<file path="src/gbn_pkg.sv">
package gbn_pkg;

    localparam logic [1:0] CMD_SEND    = 2'd0;
    localparam logic [1:0] CMD_ACK     = 2'd1;
    localparam logic [1:0] CMD_TIMEOUT = 2'd2;

    localparam logic [2:0] ST_SENT      = 3'd0;
    localparam logic [2:0] ST_FULL      = 3'd1;
    localparam logic [2:0] ST_ADVANCED  = 3'd2;
    localparam logic [2:0] ST_IGNORED   = 3'd3;
    localparam logic [2:0] ST_RETRANS   = 3'd4;
    localparam logic [2:0] ST_NOTHING   = 3'd5;

    localparam logic [4:0] LIMIT_RESET = 5'd16;

    typedef struct packed {
        logic [1:0]  command;
        logic [31:0] ack_seqno;
        logic [15:0] segment_length;
        logic [31:0] segment_ref;
    } item_t;

    typedef struct packed {
        logic [2:0]  status;
        logic        tx_valid;
        logic [31:0] tx_seqno;
        logic [15:0] tx_length;
        logic [31:0] tx_ref;
        logic        last;
    } result_t;

    typedef struct packed {
        logic [15:0] length;
        logic [31:0] buf_ref;
    } desc_t;

    typedef struct packed {
        logic wr_en;
        logic rd_en;
    } ram_ctl_t;

    typedef enum logic {
        S_IDLE,
        S_RTX
    } state_t;

endpackage

</file>
<file path="src/gbn_slot_ram.sv">
module gbn_slot_ram #(
    parameter int DEPTH  = 16,
    parameter int ADDR_W = 4
) (
    input  logic               clk,
    input  gbn_pkg::ram_ctl_t  ctl,
    input  logic [ADDR_W-1:0]  wr_addr,
    input  gbn_pkg::desc_t     wr_data,
    input  logic [ADDR_W-1:0]  rd_addr,
    output gbn_pkg::desc_t     rd_data
);

    gbn_pkg::desc_t mem [DEPTH];
    gbn_pkg::desc_t rd_data_reg;

    always_ff @(posedge clk)
    begin
        if (ctl.wr_en)
        begin
            mem[wr_addr] <= wr_data;
        end
    end

    always_ff @(posedge clk)
    begin
        if (ctl.rd_en)
        begin
            rd_data_reg <= mem[rd_addr];
        end
    end

    assign rd_data = rd_data_reg;

endmodule

</file>
<file path="src/gbn_ctrl.sv">
module gbn_ctrl #(
    parameter int WINDOW_DEPTH = 16,
    parameter int SLOT_W       = 4,
    parameter int CNT_W        = 5
) (
    input  logic               clk,
    input  logic               rst_n,
    input  logic               start,
    output logic               busy,
    input  gbn_pkg::item_t     item,
    input  logic               cfg_we,
    input  logic [4:0]         cfg_wdata,
    output gbn_pkg::ram_ctl_t  ram_ctl,
    output logic [SLOT_W-1:0]  wr_addr,
    output gbn_pkg::desc_t     wr_data,
    output logic [SLOT_W-1:0]  rd_addr,
    input  gbn_pkg::desc_t     rd_data,
    output logic               result_strobe,
    output gbn_pkg::result_t   result
);

    localparam int LW = 9;
    localparam logic [SLOT_W-1:0] SLOT_MAX = SLOT_W'(WINDOW_DEPTH - 1);
    localparam logic [LW-1:0]     DEPTH_L  = LW'(WINDOW_DEPTH);

    gbn_pkg::state_t   state_reg, state_next;
    logic [4:0]        limit_reg, limit_next;
    logic [31:0]       base_reg, base_next;
    logic [31:0]       next_reg, next_next;
    logic [CNT_W-1:0]  count_reg, count_next;
    logic [SLOT_W-1:0] base_slot_reg, base_slot_next;
    logic [SLOT_W-1:0] next_slot_reg, next_slot_next;
    logic [SLOT_W-1:0] rd_slot_reg, rd_slot_next;
    logic [31:0]       rd_seq_reg, rd_seq_next;
    logic [CNT_W-1:0]  remain_reg, remain_next;
    logic              strobe_reg, strobe_next;
    logic              from_ram_reg, from_ram_next;
    gbn_pkg::result_t  res_reg, res_next;

    logic              accept;
    logic [LW-1:0]     limit_l;
    logic [LW-1:0]     eff_limit;
    logic              window_full;

    function automatic logic [SLOT_W-1:0] slot_inc(input logic [SLOT_W-1:0] s);
        if (s == SLOT_MAX)
            return '0;
        else
            return s + SLOT_W'(1);
    endfunction

    assign busy   = (state_reg != gbn_pkg::S_IDLE);
    assign accept = start && !busy;

    // clamp the limit to 1..depth
    always_comb
    begin
        limit_l = LW'(limit_reg);
        if (limit_l == '0)
            eff_limit = LW'(1);
        else if (limit_l > DEPTH_L)
            eff_limit = DEPTH_L;
        else
            eff_limit = limit_l;
    end

    assign window_full = (LW'(count_reg) >= eff_limit);

    always_comb
    begin
        state_next     = state_reg;
        limit_next     = limit_reg;
        base_next      = base_reg;
        next_next      = next_reg;
        count_next     = count_reg;
        base_slot_next = base_slot_reg;
        next_slot_next = next_slot_reg;
        rd_slot_next   = rd_slot_reg;
        rd_seq_next    = rd_seq_reg;
        remain_next    = remain_reg;
        strobe_next    = 1'b0;
        from_ram_next  = 1'b0;
        res_next       = '0;
        res_next.last  = 1'b1;
        ram_ctl        = '0;

        if (cfg_we)
            limit_next = cfg_wdata;

        case (state_reg)
            gbn_pkg::S_IDLE:
            begin
                if (accept)
                begin
                    case (item.command)
                        gbn_pkg::CMD_SEND:
                        begin
                            strobe_next = 1'b1;
                            if (window_full)
                            begin
                                res_next.status = gbn_pkg::ST_FULL;
                            end
                            else
                            begin
                                ram_ctl.wr_en      = 1'b1;
                                res_next.status    = gbn_pkg::ST_SENT;
                                res_next.tx_valid  = 1'b1;
                                res_next.tx_seqno  = next_reg;
                                res_next.tx_length = item.segment_length;
                                res_next.tx_ref    = item.segment_ref;
                                next_next          = next_reg + 32'd1;
                                next_slot_next     = slot_inc(next_slot_reg);
                                count_next         = count_reg + CNT_W'(1);
                            end
                        end
                        gbn_pkg::CMD_ACK:
                        begin
                            strobe_next = 1'b1;
                            if (count_reg != '0 && item.ack_seqno == base_reg)
                            begin
                                res_next.status = gbn_pkg::ST_ADVANCED;
                                base_next       = base_reg + 32'd1;
                                base_slot_next  = slot_inc(base_slot_reg);
                                count_next      = count_reg - CNT_W'(1);
                            end
                            else
                            begin
                                res_next.status = gbn_pkg::ST_IGNORED;
                            end
                        end
                        gbn_pkg::CMD_TIMEOUT:
                        begin
                            if (count_reg == '0)
                            begin
                                strobe_next     = 1'b1;
                                res_next.status = gbn_pkg::ST_NOTHING;
                            end
                            else
                            begin
                                state_next   = gbn_pkg::S_RTX;
                                rd_slot_next = base_slot_reg;
                                rd_seq_next  = base_reg;
                                remain_next  = count_reg;
                            end
                        end
                        default:
                        begin
                            // unused command: no beat
                        end
                    endcase
                end
            end
            gbn_pkg::S_RTX:
            begin
                // one slot read per cycle, its data appears with the beat
                ram_ctl.rd_en     = 1'b1;
                strobe_next       = 1'b1;
                from_ram_next     = 1'b1;
                res_next.status   = gbn_pkg::ST_RETRANS;
                res_next.tx_valid = 1'b1;
                res_next.tx_seqno = rd_seq_reg;
                res_next.last     = (remain_reg == CNT_W'(1));
                rd_slot_next      = slot_inc(rd_slot_reg);
                rd_seq_next       = rd_seq_reg + 32'd1;
                remain_next       = remain_reg - CNT_W'(1);
                if (remain_reg == CNT_W'(1))
                    state_next = gbn_pkg::S_IDLE;
            end
            default:
            begin
                state_next = gbn_pkg::S_IDLE;
            end
        endcase
    end

    always_ff @(posedge clk or negedge rst_n)
    begin
        if (!rst_n)
        begin
            state_reg     <= gbn_pkg::S_IDLE;
            limit_reg     <= gbn_pkg::LIMIT_RESET;
            base_reg      <= '0;
            next_reg      <= '0;
            count_reg     <= '0;
            base_slot_reg <= '0;
            next_slot_reg <= '0;
            rd_slot_reg   <= '0;
            rd_seq_reg    <= '0;
            remain_reg    <= '0;
            strobe_reg    <= 1'b0;
            from_ram_reg  <= 1'b0;
        end
        else
        begin
            state_reg     <= state_next;
            limit_reg     <= limit_next;
            base_reg      <= base_next;
            next_reg      <= next_next;
            count_reg     <= count_next;
            base_slot_reg <= base_slot_next;
            next_slot_reg <= next_slot_next;
            rd_slot_reg   <= rd_slot_next;
            rd_seq_reg    <= rd_seq_next;
            remain_reg    <= remain_next;
            strobe_reg    <= strobe_next;
            from_ram_reg  <= from_ram_next;
        end
    end

    always_ff @(posedge clk)
    begin
        res_reg <= res_next;
    end

    assign wr_addr         = next_slot_reg;
    assign wr_data.length  = item.segment_length;
    assign wr_data.buf_ref = item.segment_ref;
    assign rd_addr         = rd_slot_reg;

    always_comb
    begin
        result = res_reg;
        if (from_ram_reg)
        begin
            result.tx_length = rd_data.length;
            result.tx_ref    = rd_data.buf_ref;
        end
    end

    assign result_strobe = strobe_reg;

    a_count_bound: assert property (@(posedge clk) disable iff (!rst_n)
        count_reg <= CNT_W'(WINDOW_DEPTH))
        else $error("outstanding count above window depth");

    a_seq_span: assert property (@(posedge clk) disable iff (!rst_n)
        (next_reg - base_reg) == 32'(count_reg))
        else $error("sequence span disagrees with outstanding count");

    a_rtx_beat: assert property (@(posedge clk) disable iff (!rst_n)
        state_reg == gbn_pkg::S_RTX |=> strobe_reg && res_reg.status == gbn_pkg::ST_RETRANS)
        else $error("retransmit cycle without a beat");

    a_timeout_busy: assert property (@(posedge clk) disable iff (!rst_n)
        accept && item.command == gbn_pkg::CMD_TIMEOUT && count_reg != '0 |=> busy)
        else $error("timeout with outstanding segments did not start a walk");

    a_idle_zero: assert property (@(posedge clk) disable iff (!rst_n)
        strobe_reg && !res_reg.tx_valid |-> res_reg.tx_seqno == '0 && !from_ram_reg)
        else $error("non-transmit beat carries segment data");

endmodule

</file>
<file path="src/go_back_n_sender_window_top.sv">
// Go-Back-N sender window. An item is taken when start is high and busy is low;
// each result beat is on result for exactly one cycle with result_strobe high, and
// the receiver cannot stall, so it must take every beat as it comes. A send or an
// ack gives its single beat the cycle after it is taken and keeps busy low, so
// such commands can be issued every cycle. A timeout with N segments outstanding
// walks the descriptor memory through its single read port, one slot per cycle:
// busy stays high during the walk and the N beats come one per cycle, the first
// one once S_RTX has read its slot into the memory's read register, the final
// one flagged by last; the next item can be taken in the cycle of that final
// beat. A timeout with nothing outstanding, like a send or an ack, gives a
// single beat. The user writes window_limit through cfg_we/cfg_wdata only while
// no walk is running (the block itself does not enforce it); it resets to 16.
module go_back_n_sender_window_top #(
    parameter int WINDOW_DEPTH = 16
) (
    input  logic              clk,
    input  logic              rst_n,
    input  logic              start,
    output logic              busy,
    input  gbn_pkg::item_t    item,
    input  logic              cfg_we,
    input  logic [4:0]        cfg_wdata,
    output logic              result_strobe,
    output gbn_pkg::result_t  result
);

    localparam int SLOT_W = (WINDOW_DEPTH > 1) ? $clog2(WINDOW_DEPTH) : 1;
    localparam int CNT_W  = $clog2(WINDOW_DEPTH + 1);

    gbn_pkg::ram_ctl_t  ram_ctl;
    logic [SLOT_W-1:0]  wr_addr;
    logic [SLOT_W-1:0]  rd_addr;
    gbn_pkg::desc_t     wr_data;
    gbn_pkg::desc_t     rd_data;

    gbn_slot_ram #(
        .DEPTH  (WINDOW_DEPTH),
        .ADDR_W (SLOT_W)
    ) u_ram (
        .clk     (clk),
        .ctl     (ram_ctl),
        .wr_addr (wr_addr),
        .wr_data (wr_data),
        .rd_addr (rd_addr),
        .rd_data (rd_data)
    );

    gbn_ctrl #(
        .WINDOW_DEPTH (WINDOW_DEPTH),
        .SLOT_W       (SLOT_W),
        .CNT_W        (CNT_W)
    ) u_ctrl (
        .clk           (clk),
        .rst_n         (rst_n),
        .start         (start),
        .busy          (busy),
        .item          (item),
        .cfg_we        (cfg_we),
        .cfg_wdata     (cfg_wdata),
        .ram_ctl       (ram_ctl),
        .wr_addr       (wr_addr),
        .wr_data       (wr_data),
        .rd_addr       (rd_addr),
        .rd_data       (rd_data),
        .result_strobe (result_strobe),
        .result        (result)
    );

endmodule

</file>
<file path="config.mk">
export PLATFORM = sky130hd
export DESIGN_NAME = go_back_n_sender_window_top
export DESIGN_NICKNAME = d
export VERILOG_FILES = /design/src/gbn_pkg.sv /design/src/gbn_slot_ram.sv /design/src/gbn_ctrl.sv /design/src/go_back_n_sender_window_top.sv
export SDC_FILE = /design/constraint.sdc
export NUM_CORES = 1
export LEC_CHECK = 0
export BUFFER_PORTS_ARGS = -buffer_cell sky130_fd_sc_hd__buf_2
export CAP_MARGIN = 25
export CORE_AREA = 4 4 292 294
export DETAILED_ROUTE_END_ITERATION = 10
export DIE_AREA = 0 0 296 298
export PLACE_DENSITY = 0.66
export SETUP_SLACK_MARGIN = 0.3
export SLEW_MARGIN = 20
export SYNTH_ARGS = -nofsm -noshare
export SYNTH_HDL_FRONTEND = slang
export SYNTH_SLANG_ARGS = --single-unit
export TNS_END_PERCENT = 1
</file>
<file path="constraint.sdc">
create_clock -name clk -period 4.9 [get_ports clk]
set_input_delay 0 -clock clk [delete_from_list [all_inputs] [get_ports clk]]
set_output_delay 0 -clock clk [all_outputs]
set_load 0.1 [all_outputs]
</file>
==> key figures <==
Outcome
  • Status: finished clean

Final layout
  • Largest register FFs: 768
  • Finished Layout Cells: 3621
  • Layout cells sized above 1: between 20 and 30%
  • Final net count: between 2000 and 3000
  • Area Overhead vs Synth: 15.1%

Pwr
  • P_leak: about 16 nW
  • Sw Pwr: 0.00877 W
  • Total Power: around 0.027 W
  • PwrDens: 562 mW/mm^2
  • Switching Fraction: ~33%
  • Worst vdd ir: 0.486 mV
  • Comb power frac: between 20% and 30%
  • Register share of total power: between 40% and 50%
  • P_int: about 0.018 W
  • Clock share of power: 30.3%

Logic synthesis
  • YS warnings: 0
  • Post-synth EDFFs: approximately 820
  • Flops & latches, synth: approximately 1000
  • Synth area leader: edfxtp_1
  • Post-Synth XOR/XNOR Area: approximately 2.7%
  • Syn_nets: between 2000 and 2500
  • Post-synthesis sequential area ratio: between 70% and 80%
  • Async S/R FF share, synth: between 10% and 20%
  • Yosys top cell area share: 59.7%
  • Main combinational cell family by area after synthesis: multiplexers
  • Simple-gate share of the synthesized area: 5.43%
  • Avg Inst Size Synth: around 18 um^2
  • Post-Synth Adder-Cell Area: less than 1%
  • Post-synth top flop: edfxtp_1
  • Unique masters post-synth: a little over 70
  • Cell Area, Synth: 0.0411 mm^2
  • Synth top area cells: edfxtp_1 60%, mux4_2 13%, dfrtp_1 7.6%
  • Mapped Cells: around 2200
  • Mux share of post-synthesis cell area: 15.1%
  • Post-synthesis compound-gate area fraction: under 10%

Timing
  • Setup TNS Final: 0 ns
  • Worst-Margin Slew: about 1.0 ns
  • Clock Skew: approximately 0.026 ns
  • Slew Limit Headroom: 31.5%
  • Min Tclk post-route: between 3 and 4 ns
  • Fin. max-slew vios: 0
  • Max frequency: approximately 260 MHz
  • Final Hold Fails: 0
  • Final Cycle Share: 78.6%
  • RSZ-0062 raised after global routing: no
  • Hold slack: slightly below 0.05 ns
  • Final setup viols: 0

CTS
  • CTS root buf: clkbuf_16
  • CTS Buf Count: about 100
  • CTS Sinks: just over 1000
  • CTS tree: done
  • CTS H-tree lvls: 3
  • Clock latency at the later pin of the worst-skew pair: 0.65 ns
  • Post-CTS Setup Inserts: 0
  • Post-cts gate resize count: 0
  • CTS max path bufs: 3
  • Reg clk slew, reported paths: ~0.06 ns

Global route
  • Vias in the first global route: approximately 22000
  • Largest net degree at the start of global routing: 75
  • Antenna violations before repair: 3
  • First-pass GRT wire length: between 100 and 150 mm
  • Global route total overflow: 0
  • Gr usage total: between 20 and 25%

Detailed routing
  • Total number of vias: 21300
  • DR pass1 iterations: 7
  • Post-detailed-route wirelength per cell: approximately 26 um
  • Post-Route WL: 94.8 mm
  • Post-route DRC: 0
  • Initial DRC count: 1835
  • Vias per cell: approximately 5.9
  • Final ANT Viol Nets: 0

Placed design
  • DP HPWL: just over 60 mm
  • Port Buf Inserts: 177
  • Placed Cells: between 3000 and 4000
  • Routability congestion estimate: approximately 0.90

Worst setup path
  • Crit-path slowest cell: o2111a_4
  • Setup CP Type: register to register
  • CP Max Fanout: 40
  • Crit path launch type: register
  • Crit path DAT: between 4 and 5 ns
  • Slowest stage delay, CP: 0.63 ns
  • Critical path required time: 5.22 ns
  • Most used cell, CP: nor2_1
  • Critical Path Sink Type: register
  • Worst path cell trace: nor3_1 -> nor2_1 -> nor2_1 -> ha_1 -> nand2b_1 -> a211oi_1 -> o2111a_4 -> nand2_1 -> nor2_1 -> and2_2 -> buf_12

Floorplan
  • Initial core utilization: 49.5%
  • # rows: 106
  • IO Pins: between 150 and 200
  • CORE AREA: ~0.083 mm^2
  • Die Wd: between 200 and 300 um
  • Die area: approximately 0.088 mm^2
  • Die extent in y: slightly below 300 um

Worst hold path
  • Worst Hold Class: input pin to async pin

Run
  • Reported max-cap violation count: 0
-- what timing repair did --
| action | 4_1_cts | 5_1_grt |
|---|---|---|
| hold endpoints to repair | 898 | 0 |
| endpoints found under the setup margin | 0 | 0 |
| hold buffers | 63 | 0 |
-- cell usage after synthesis, types with 3 or more instances --
cell type,n
and2_1,63
nor2_2,3
dfxtp_1,85
xor2_1,55
buf_2,47
a22o_1,36
buf_1,3
a31oi_1,8
buf_4,43
ha_1,19
nand2b_1,11
nor4_2,9
o21ai_0,41
o22ai_1,6
edfxtp_1,816
a21o_1,3
or3_1,3
and4_1,6
a211oi_1,4
nand3_1,44
nor3_1,41
o21ai_1,3
a21oi_1,21
inv_1,25
mux2i_1,13
nor2_1,46
nand2_1,99
dfrtp_1,125
nand4_1,38
nand4_2,3
a221o_1,3
mux4_2,240
nor4_1,5
and3_1,22
clkbuf_1,66
xnor2_1,70
mux2_2,58
-- stage by stage --
step | utilization (%) | area, um^2 | worst slack (ns)
detailed placement | 52.0 | 43100 | 1.14
finish | 57.0 | 47200 | 1.05
CTS | 57.0 | 47200 | 1.08
global placement | 51.9 | 43100 | 1.10
global route | 57.0 | 47200 | 0.816
floorplan | - | 41100 | 0.611
-- path summary, 6_finish.rpt --
path,from,end,slack (ns),cells past startpoint
max in group asynchronous,rst_n,u_ctrl.base_reg[21],3.80,3
hold / removal,rst_n,u_ctrl.next_reg[17],0.05,2
min in group clk,item[61],u_ctrl.count_reg[1],0.13,7
hold reg to reg,u_ctrl.next_reg[12],u_ctrl.next_reg[12],0.48,1
setup / recovery,u_ctrl.limit_reg[3],u_ram.mem[7][44],1.05,11
setup reg to reg,u_ctrl.limit_reg[3],u_ram.mem[7][44],1.05,11
-- area by class of cell --
type / count / area, um^2
Clock buffer: 144 / 2910
Multi-Input combinational cell: 1009 / 10800
Timing Repair Buffer: 286 / 2120
Tap cell: 1080 / 1350
Sequential cell: 1027 / 29400
Antenna cell: 2 / 5.00
Fill cell: 6138 / 35600
Clock inverter: 47 / 593
Inverter: 26 / 97.6
-- power by group through the flow --
stage	registers (W)	clock network, W	logic, W
after detailed placement	0.0110	0	0.00764
final	0.0108	0.00804	0.00771
after global routing	0.0108	0.00857	0.00812
after CTS	0.0109	0.00817	0.00773
after global placement	0.0110	0	0.00757
after floorplan	0.0106	0	0.00616
-- per-layer routing --
layer / global-route usage [%] / wire length, um / up-vias / share of wire [%]
met4: 6.17 / 2590 / 0 / 2.7
met2: 36.4 / 48200 / 793 / 51
met3: 3.00 / 5850 / 124 / 6.2
met1: 29.8 / 38200 / 11100 / 40
li1: - / - / 9221 / -
met5: 0 / 0 / - / 0
-- logic make-up (layout without fill, tap and decap cells) --
| kind of cell | Yosys count | in the layout |
|---|---|---|
| compound gates | 145 | 145 |
| xor+xnor | 125 | 125 |
| fa+ha+maj | 20 | 20 |
| buf+inv | 188 | 503 |
| flops | 1027 | 1027 |
| mux | 311 | 311 |
| other cells | 0 | 2 |
| simple gates | 408 | 408 |
-- worst max-delay path: cells and delay by family (launching register included) --
kind	cells	cell delay, ns
flops	1	0.40
simple gates	7	1.57
buf+inv	1	0.29
fa+ha+maj	1	0.24
compound gates	2	0.97
-- cells in the final DEF, fill, tap and decap left out, types with 21 or more instances in the layout --
cell	n
edfxtp_1	816
mux4_2	240
buf_2	176
dfrtp_1	119
clkbuf_16	104
nand2_1	99
dfxtp_1	85
xnor2_1	70
dlygate4sd3_1	63
mux2_2	58
xor2_1	55
and2_1	51
nor2_1	46
nand3_1	44
nor3_1	41
o21ai_0	41
nand4_1	38
a22o_1	36
buf_4	27
inv_1	25
clkbuf_1	23
a21oi_1	21
(Power assumes the default switching activity.)
